`src/imaenc_pkg.sv`:
```
// Shared types, constants and tables for the stereo IMA ADPCM encoder.
// Holds the step-size table, the index adjust function and controller types.
// Depends on nothing; the lane, controller, encoder and testbench import it.
package imaenc_pkg;

	localparam logic [6:0] IDX_MAX  = 7'd88;
	localparam logic [2:0] CODE_MAX = 3'd7;
	localparam logic signed [17:0] PRED_MAX = 18'sd32767;
	localparam logic signed [17:0] PRED_MIN = -18'sd32768;

	localparam logic [14:0] STEP_TAB [0:88] = '{
		15'd7,     15'd8,     15'd9,     15'd10,    15'd11,    15'd12,    15'd13,
		15'd14,    15'd16,    15'd17,    15'd19,    15'd21,    15'd23,    15'd25,
		15'd28,    15'd31,    15'd34,    15'd37,    15'd41,    15'd45,    15'd50,
		15'd55,    15'd60,    15'd66,    15'd73,    15'd80,    15'd88,    15'd97,
		15'd107,   15'd118,   15'd130,   15'd143,   15'd157,   15'd173,   15'd190,
		15'd209,   15'd230,   15'd253,   15'd279,   15'd307,   15'd337,   15'd371,
		15'd408,   15'd449,   15'd494,   15'd544,   15'd598,   15'd658,   15'd724,
		15'd796,   15'd876,   15'd963,   15'd1060,  15'd1166,  15'd1282,  15'd1411,
		15'd1552,  15'd1707,  15'd1878,  15'd2066,  15'd2272,  15'd2499,  15'd2749,
		15'd3024,  15'd3327,  15'd3660,  15'd4026,  15'd4428,  15'd4871,  15'd5358,
		15'd5894,  15'd6484,  15'd7132,  15'd7845,  15'd8630,  15'd9493,  15'd10442,
		15'd11487, 15'd12635, 15'd13899, 15'd15289, 15'd16818, 15'd18500, 15'd20350,
		15'd22385, 15'd24623, 15'd27086, 15'd29794, 15'd32767
	};

	typedef enum logic [1:0] {
		ST_IDLE,
		ST_DIVIDE,
		ST_UPDATE
	} imaenc_state_t;

	typedef struct packed {
		logic       load;
		logic       div;
		logic [1:0] shift;
		logic       update;
	} imaenc_cmd_t;

	function automatic logic signed [4:0] adj_of(input logic [2:0] code);
		logic signed [4:0] adj;
		case (code)
			3'd0, 3'd1, 3'd2, 3'd3: adj = -5'sd1;
			3'd4: adj = 5'sd2;
			3'd5: adj = 5'sd4;
			3'd6: adj = 5'sd6;
			3'd7: adj = 5'sd8;
			default: adj = -5'sd1;
		endcase
		return adj;
	endfunction

endpackage

```
`src/imaenc_frame_if.sv`:
```
// Handshake interface that carries one stereo PCM frame as a word.
// Depends on nothing.
interface imaenc_frame_if;
	logic               valid;
	logic               ready;
	logic signed [15:0] left_sample;
	logic signed [15:0] right_sample;

	modport source(output valid, output left_sample, output right_sample, input ready);
	modport sink(input valid, input left_sample, input right_sample, output ready);
endinterface

```
`src/imaenc_codes_if.sv`:
```
// Handshake interface that carries one packed byte of two ADPCM nibbles as a word.
// Depends on nothing.
interface imaenc_codes_if;
	logic       valid;
	logic       ready;
	logic [7:0] packed_codes;

	modport source(output valid, output packed_codes, input ready);
	modport sink(input valid, input packed_codes, output ready);
endinterface

```
`src/imaenc_lane.sv`:
```
// Datapath for one audio channel: predictor, step index, iterative quotient.
// Depends on imaenc_pkg for the step table, adjust function and command type.
module imaenc_lane (
	input  logic                      clk,
	input  logic                      arst_n,
	input  imaenc_pkg::imaenc_cmd_t   cmd,
	input  logic signed [15:0]        sample,
	output logic [3:0]                nibble
);
	import imaenc_pkg::*;

	logic signed [15:0] pred_q;
	logic [6:0]         idx_q;
	logic [17:0]        rem_q;
	logic [14:0]        step_q;
	logic [3:0]         quo_q;
	logic               neg_q;

	logic [16:0]        diff;
	logic [16:0]        mag;
	logic [17:0]        trial;
	logic [2:0]         code;
	logic [17:0]        prod;
	logic [16:0]        delta;
	logic signed [17:0] psum;
	logic signed [15:0] pred_next;
	logic signed [8:0]  isum;
	logic [6:0]         idx_next;
	logic signed [4:0]  adj;

	always_comb begin
		diff  = {sample[15], sample} - {pred_q[15], pred_q};
		mag   = diff[16] ? (~diff + 17'd1) : diff;
		trial = {3'b000, step_q} << cmd.shift;
		code  = quo_q[3] ? CODE_MAX : quo_q[2:0];
		prod  = 18'(step_q) * 18'(code);
		delta = {1'b0, prod[17:2]} + {5'b00000, step_q[14:3]};
		if (neg_q) begin
			psum = $signed({pred_q[15], pred_q[15], pred_q}) - $signed({1'b0, delta});
		end else begin
			psum = $signed({pred_q[15], pred_q[15], pred_q}) + $signed({1'b0, delta});
		end
		if (psum > PRED_MAX) begin
			pred_next = PRED_MAX[15:0];
		end else if (psum < PRED_MIN) begin
			pred_next = PRED_MIN[15:0];
		end else begin
			pred_next = psum[15:0];
		end
		adj  = adj_of(code);
		isum = $signed({2'b00, idx_q}) + $signed({{4{adj[4]}}, adj});
		if (isum[8]) begin
			idx_next = 7'd0;
		end else if (isum > $signed({2'b00, IDX_MAX})) begin
			idx_next = IDX_MAX;
		end else begin
			idx_next = isum[6:0];
		end
		nibble = {neg_q, code};
	end

	always_ff @(posedge clk or negedge arst_n) begin
		if (!arst_n) begin
			pred_q <= '0;
			idx_q  <= '0;
		end else if (cmd.update) begin
			pred_q <= pred_next;
			idx_q  <= idx_next;
		end
	end

	always_ff @(posedge clk) begin
		if (cmd.load) begin
			neg_q  <= diff[16];
			rem_q  <= {mag[15:0], 2'b00};
			step_q <= STEP_TAB[idx_q];
			quo_q  <= '0;
		end else if (cmd.div) begin
			if (rem_q >= trial) begin
				rem_q            <= rem_q - trial;
				quo_q[cmd.shift] <= 1'b1;
			end
		end
	end

	a_idx_range: assert property (@(posedge clk) disable iff (!arst_n) idx_q <= IDX_MAX)
		else $error("Step index left its range.");

endmodule

```
`src/imaenc_ctrl.sv`:
```
// Controller state machine that sequences load, four quotient steps and update.
// Owns the output valid flag. Depends on imaenc_pkg for the state and command types.
module imaenc_ctrl (
	input  logic                    clk,
	input  logic                    arst_n,
	input  logic                    in_valid,
	output logic                    in_ready,
	output logic                    out_valid,
	input  logic                    out_ready,
	output imaenc_pkg::imaenc_cmd_t cmd
);
	import imaenc_pkg::*;

	imaenc_state_t state_q, state_next;
	logic [1:0]    cnt_q;
	logic          out_valid_q;

	always_comb begin
		state_next = state_q;
		case (state_q)
			ST_IDLE: begin
				if (in_valid) begin
					state_next = ST_DIVIDE;
				end
			end
			ST_DIVIDE: begin
				if (cnt_q == 2'd0) begin
					state_next = ST_UPDATE;
				end
			end
			ST_UPDATE: begin
				if (!out_valid_q || out_ready) begin
					state_next = ST_IDLE;
				end
			end
			default: state_next = ST_IDLE;
		endcase
	end

	always_comb begin
		in_ready   = 1'b0;
		cmd        = '0;
		cmd.shift  = cnt_q;
		case (state_q)
			ST_IDLE: begin
				in_ready = 1'b1;
				cmd.load = in_valid;
			end
			ST_DIVIDE: begin
				cmd.div = 1'b1;
			end
			ST_UPDATE: begin
				cmd.update = !out_valid_q || out_ready;
			end
			default: begin
				in_ready = 1'b0;
			end
		endcase
	end

	always_ff @(posedge clk or negedge arst_n) begin
		if (!arst_n) begin
			state_q     <= ST_IDLE;
			cnt_q       <= '0;
			out_valid_q <= 1'b0;
		end else begin
			state_q <= state_next;
			if (cmd.load) begin
				cnt_q <= 2'd3;
			end else if (cmd.div) begin
				cnt_q <= cnt_q - 2'd1;
			end
			if (cmd.update) begin
				out_valid_q <= 1'b1;
			end else if (out_ready) begin
				out_valid_q <= 1'b0;
			end
		end
	end

	assign out_valid = out_valid_q;

	a_load_then_div: assert property (@(posedge clk) disable iff (!arst_n)
		in_valid && in_ready |=> cmd.div && cnt_q == 2'd3)
		else $error("Quotient steps did not start after a frame was taken.");

	a_update_sets_valid: assert property (@(posedge clk) disable iff (!arst_n)
		cmd.update |=> out_valid_q)
		else $error("Update did not present a result.");

	a_valid_from_update: assert property (@(posedge clk) disable iff (!arst_n)
		$rose(out_valid_q) |-> $past(cmd.update))
		else $error("Result appeared without an update.");

	a_no_overwrite: assert property (@(posedge clk) disable iff (!arst_n)
		cmd.update |-> !out_valid_q || out_ready)
		else $error("Update would overwrite a pending result.");

endmodule

```
`src/ima_adpcm_stereo_encoder.sv`:
```
// Stereo IMA ADPCM encoder: one frame of two 16-bit samples in, one byte out.
// Depends on imaenc_pkg, imaenc_frame_if, imaenc_codes_if, imaenc_lane and imaenc_ctrl.
//
// The frame channel takes a word holding a left and a right signed sample. The
// codes channel returns one byte per frame: the left nibble in bits 7:4 and the
// right nibble in bits 3:0, each with the sign in bit 3 and the magnitude below.
// Both channels are encoded side by side in two identical lanes.
// A frame is taken when frame.valid and frame.ready are high at a clock edge.
// Each frame passes through a load of the difference, four quotient steps
// of a shared compare-and-subtract per lane, and an update of predictor and
// index. The byte is valid in the cycle after the update. A new frame is
// taken only once the block has returned to idle after the update.
// The result sits in an output register; a new frame is accepted while it waits.
// If the receiver stalls, the block finishes the next frame and holds it in the
// update step until the waiting byte has been taken.
// Reset clears both predictors and step indices to zero and empties the output.
module ima_adpcm_stereo_encoder (
	input logic            clk,
	input logic            arst_n,
	imaenc_frame_if.sink   frame,
	imaenc_codes_if.source codes
);
	import imaenc_pkg::*;

	imaenc_cmd_t cmd;
	logic [3:0]  left_nibble;
	logic [3:0]  right_nibble;
	logic [7:0]  codes_q;

	imaenc_ctrl u_ctrl (
		.clk       (clk),
		.arst_n    (arst_n),
		.in_valid  (frame.valid),
		.in_ready  (frame.ready),
		.out_valid (codes.valid),
		.out_ready (codes.ready),
		.cmd       (cmd)
	);

	imaenc_lane u_left (
		.clk    (clk),
		.arst_n (arst_n),
		.cmd    (cmd),
		.sample (frame.left_sample),
		.nibble (left_nibble)
	);

	imaenc_lane u_right (
		.clk    (clk),
		.arst_n (arst_n),
		.cmd    (cmd),
		.sample (frame.right_sample),
		.nibble (right_nibble)
	);

	always_ff @(posedge clk) begin
		if (cmd.update) begin
			codes_q <= {left_nibble, right_nibble};
		end
	end

	assign codes.packed_codes = codes_q;

endmodule

```
`src/flat_wrapper.sv`:
```
// flat-port wrapper written by rule: the top's interface ports become plain ports
module ima_adpcm_stereo_encoder_flat import imaenc_pkg::*;
  (clk, arst_n, frame_valid, frame_left_sample, frame_right_sample, frame_ready, codes_valid, codes_packed_codes, codes_ready);
  imaenc_frame_if frame_i ();
  imaenc_codes_if codes_i ();
  input logic clk;
  input logic arst_n;
  input wire logic [$bits(frame_i.valid)-1:0] frame_valid;
  input wire logic [$bits(frame_i.left_sample)-1:0] frame_left_sample;
  input wire logic [$bits(frame_i.right_sample)-1:0] frame_right_sample;
  output wire logic [$bits(frame_i.ready)-1:0] frame_ready;
  output wire logic [$bits(codes_i.valid)-1:0] codes_valid;
  output wire logic [$bits(codes_i.packed_codes)-1:0] codes_packed_codes;
  input wire logic [$bits(codes_i.ready)-1:0] codes_ready;
  assign frame_i.valid = frame_valid;
  assign frame_i.left_sample = frame_left_sample;
  assign frame_i.right_sample = frame_right_sample;
  assign frame_ready = frame_i.ready;
  assign codes_valid = codes_i.valid;
  assign codes_packed_codes = codes_i.packed_codes;
  assign codes_i.ready = codes_ready;
  ima_adpcm_stereo_encoder u_core (.clk(clk), .arst_n(arst_n), .frame(frame_i), .codes(codes_i));
endmodule
```
`config.mk`:
```
export PLATFORM = sky130hd
export DESIGN_NAME = ima_adpcm_stereo_encoder_flat
export DESIGN_NICKNAME = d
export VERILOG_FILES = /design/src/imaenc_pkg.sv /design/src/imaenc_frame_if.sv /design/src/imaenc_codes_if.sv /design/src/imaenc_lane.sv /design/src/imaenc_ctrl.sv /design/src/ima_adpcm_stereo_encoder.sv /design/src/flat_wrapper.sv
export SDC_FILE = /design/constraint.sdc
export NUM_CORES = 1
export LEC_CHECK = 0
export ABC_AREA = 1
export BUFFER_PORTS_ARGS = -buffer_cell sky130_fd_sc_hd__buf_2
export CORE_MARGIN = 2
export CORE_UTILIZATION = 25
export DETAILED_ROUTE_END_ITERATION = 16
export GPL_TIMING_DRIVEN = 0
export HOLD_SLACK_MARGIN = 0.05
export PLACE_DENSITY = 0.38
export SLEW_MARGIN = 20
export SYNTH_ARGS = -nofsm -noshare
export SYNTH_HDL_FRONTEND = slang
export SYNTH_SLANG_ARGS = --single-unit
```
`constraint.sdc`:
```
create_clock -name clk -period 12 [get_ports clk]
set_input_delay 1.2 -clock clk [delete_from_list [all_inputs] [get_ports clk]]
set_output_delay 1.2 -clock clk [all_outputs]
set_load 0.02 [all_outputs]
```
==> impl_results.md <==
- Routed vias: roughly 20000
- Crit-path slowest cell: nor2_1
- Reg-to-Reg Start: u_core.u_right.quo_q[3]
- DR vias/cell: 4.771
- Post-cts hold buffer count: 0
- Area occupied by multi-input gates: 14180 sq um
- M2 GR Usage: 0.2791
- Setup TNS: 0 ns
- Post-DP HPWL: 58.66 mm
- Global route hottest layer: met2
- Cts repair resizes: 0
- Area Growth Syn to Fin: 11.40%
- Reg area: ~3700 sq um
- Synth area leaders: nand2_1 (16%), ha_1 (14%), edfxtp_1 (11%)
- Critical Path AT: 7.99 ns
- Hold Fails Final Rpt: 0
- Crit path depth: between 40 and 50
- Ports: 46
- Mapped cell area: 19920 sq um
- Grt ovf: 0
- Layout cells sized above 1: 0.06824
- CP delay by family, top: simple AND/OR/NAND/NOR gates
- CTS Buffer Depth: 2
- Final WL: 71.66 mm
- Starting Density: 0.2522
- Final hold slack: 0.4561 ns
- Setup-failing EPs final: 0
- First-pass iteration count of the detailed router: 6
- Worst setup path endpoint: u_core.u_right.pred_q[2]
- Most used cell, CP: nand2_1
- Reg2Reg Setup Slack: 4.43 ns
- Cells after Synth: 3057
- Main synth FF type: edfxtp_1
- Worst R2R Path Depth: 41
- Number of synthesized register bits: 135
- M3 GR Usage: 0.02281
- Final ANT Viol Nets: 0
- Vias in the first global route: 19630
- Clk Latency, worst-skew pair: 0.48 ns
- Dpl cells: 4154
- Reg2Reg Capture Point: u_core.u_right.pred_q[2]
- NumNets Final: 3419
- WL/cell: 17.11 um
- Met1 usage in global routing: 0.2487
- CP Launch Point: u_core.u_right.quo_q[3]
- CP endpoint kind: register
- Clk slew on worst S/H paths: 0.07 ns
- Worst-Margin Slew: 0.9731 ns
- Cell taking the most area after synthesis: nand2_1
- Outcome: finished clean
- CTS buffer count: 17
- Largest net degree at the start of global routing: 36
- DRC violations left: 0
- Max Freq: 132.1 MHz
- Post-Syn Nets: 3353
- Period Utilization, post-route: 0.6307
- Seq/Total Area, Yosys: 0.1847
- Unrepaired setup endpoints after global routing: false
- Final Slew Violations: 0
- CP max FO: 13
- Layout filler cell count: just under 9000
- Fin crit period: 7.568 ns
- Die Wd: 286.3 um
- Die height: 286.3 um
- Routability cong.: 0.9282
- Gr usage total: 0.1754
- Postcts setup bufs: 0
- Clock sinks: 135
- CTS tree: done
- First-pass GRT wire length: 112.3 mm
- Highest cell delay on the worst timing path: 0.74 ns
- Synth unique cells: 63
- # H-tree levels: 4
- Iter 0 DRT Violations: around 1400
- CP Buf/Inv Count: 9
- Area share of the largest cell type after synthesis: 0.1566
- Max Cap Violations: 0
- Post-synth EDFFs: 72
- Slew HR: 0.3488
- Port bufs: 45
- Core region area: 79000 sq um
- Die area: between 80000 and 90000 sq um
- Root Buffer Master: clkbuf_16
- Finished Layout Cells: 4188
- Syn. warnings: 0
- Crit path launch type: register
- Clk_skew: about 0.012 ns
- CP required: between 10 and 15 ns
- Hold crit path type: reg -> reg
- Kind of critical path: reg -> reg
- Ys async rst share: 0.3778
- Syn Area/Cell: 6.517 sq um
- Initial antenna violation count: 0
- Num rows: 103
## worst min-delay path: stages, from the launching register on
cell	delay, ns
dfxtp_1	0.31
inv_1	0.05
a21oi_1	0.05
## synthesized netlist by cell type (all sizes together) (2+ instances only)
| master | instances |
|---|---|
| or2 | 17 |
| and3 | 3 |
| a41oi | 2 |
| edfxtp | 72 |
| o211ai | 21 |
| a221oi | 2 |
| clkinv | 5 |
| a32o | 2 |
| o31ai | 20 |
| nand2 | 884 |
| a21o | 5 |
| fa | 38 |
| o311ai | 8 |
| a211o | 2 |
| a211oi | 2 |
| o21bai | 10 |
| xnor2 | 50 |
| nand3b | 12 |
| a221o | 3 |
| a21boi | 3 |
| a21oi | 190 |
| buf | 18 |
| dfxtp | 12 |
| nor3 | 49 |
| nand4 | 23 |
| mux2i | 2 |
| o21ai | 205 |
| clkbuf | 60 |
| nor4 | 8 |
| a311oi | 2 |
| o2111ai | 12 |
| a31oi | 13 |
| nor2 | 234 |
| o22ai | 31 |
| dfrtp | 51 |
| ha | 222 |
| nand3 | 188 |
| o21a | 5 |
| a22oi | 3 |
| o32ai | 4 |
| inv | 454 |
| o221ai | 10 |
| xor2 | 95 |
## layout by cell type (no fill, tap or decap), types with 22 or more instances in the layout
cell	netlist	layout
nand2_1	831	831
inv_1	440	440
ha_1	222	222
nor2_1	219	217
o21ai_0	199	199
a21oi_1	186	186
nand3_1	175	175
xor2_1	94	94
edfxtp_1	72	72
clkbuf_1	60	61
dfrtp_1	51	51
xnor2_1	50	50
nand2_2	50	50
buf_2	3	48
nor3_1	46	46
fa_1	38	38
o22ai_1	31	31
nand4_1	22	22
## cell families (layout without fill, tap and decap cells)
kind of cell,after synthesis,count (layout),share of synthesized area
compound gates,558,558,0.1622
xor+xnor,145,145,0.06469
fa+ha+maj,260,260,0.1776
buf+inv,537,616,0.1036
flops,135,135,0.1846
mux,2,2,0.001005
other cells,0,2,0
simple gates,1420,1420,0.3062
## how the worst min path moves through the flow
stage               cells after the start  slack [ns]                      endpoint                    start
finish                                  2        0.46       u_core.u_right.quo_q[2]  u_core.u_right.quo_q[2]
global route                            2        0.47       u_core.u_right.quo_q[2]  u_core.u_right.quo_q[2]
CTS                                     2        0.46       u_core.u_right.quo_q[1]  u_core.u_right.quo_q[1]
detailed placement                      2        0.45       u_core.u_right.quo_q[1]  u_core.u_right.quo_q[1]
global placement                        2        0.44        u_core.u_left.quo_q[2]   u_core.u_left.quo_q[2]
floorplan                               0        0.42  u_core.codes.packed_codes[3]     u_core.u_right.neg_q
## state kept, by name, summed over array words and instances (netlist names)
signal                     flops
u_core.u_right.pred_q         16
u_core.codes.packed_codes      8
u_core.u_left.pred_q          16
u_core.u_left.rem_q           18
u_core.u_ctrl.state_q          2
u_core.u_ctrl.cnt_q            2
u_core.u_right.rem_q          18
u_core.u_ctrl.out_valid        1
u_core.u_left.neg_q            1
u_core.u_left.quo_q            4
u_core.u_right.neg_q           1
u_core.u_left.step_q          15
u_core.u_right.quo_q           4
u_core.u_right.step_q         15
u_core.u_left.idx_q            7
u_core.u_right.idx_q           7
## per-stage QoR
| step | area, sq um | utilization | worst slack (ns) |
|---|---|---|---|
| global placement | 21460 | 0.2717 | 4.288 |
| CTS | 22190 | 0.2809 | 4.297 |
| global route | 22190 | 0.2809 | 3.483 |
| floorplan | 19920 | - | 5.704 |
| detailed placement | 21520 | 0.2725 | 4.343 |
| finish | 22190 | 0.2809 | 4.432 |
## area by class of cell
class | instances | share of cell area
diodes | 2 | 0.0002255
plain buffers | 78 | 0.01545
clock buffers | 20 | 0.02159
clock inverters | 12 | 0.008288
inverters | 459 | 0.07763
multi-input cells | 2385 | 0.6391
flip-flops and latches | 135 | 0.1658
well taps | 1050 | 0.05920
repair buffers | 47 | 0.01274
## metal layers
metal,vias to the layer above,routed length (um)
li1,10220,-
met3,76,2534
met4,0,1267
met5,-,0
met1,9245,36230
met2,442,31630
Power is not shown: default switching activity piles up to over one toggle a cycle in this logic, so the estimate is an artifact.
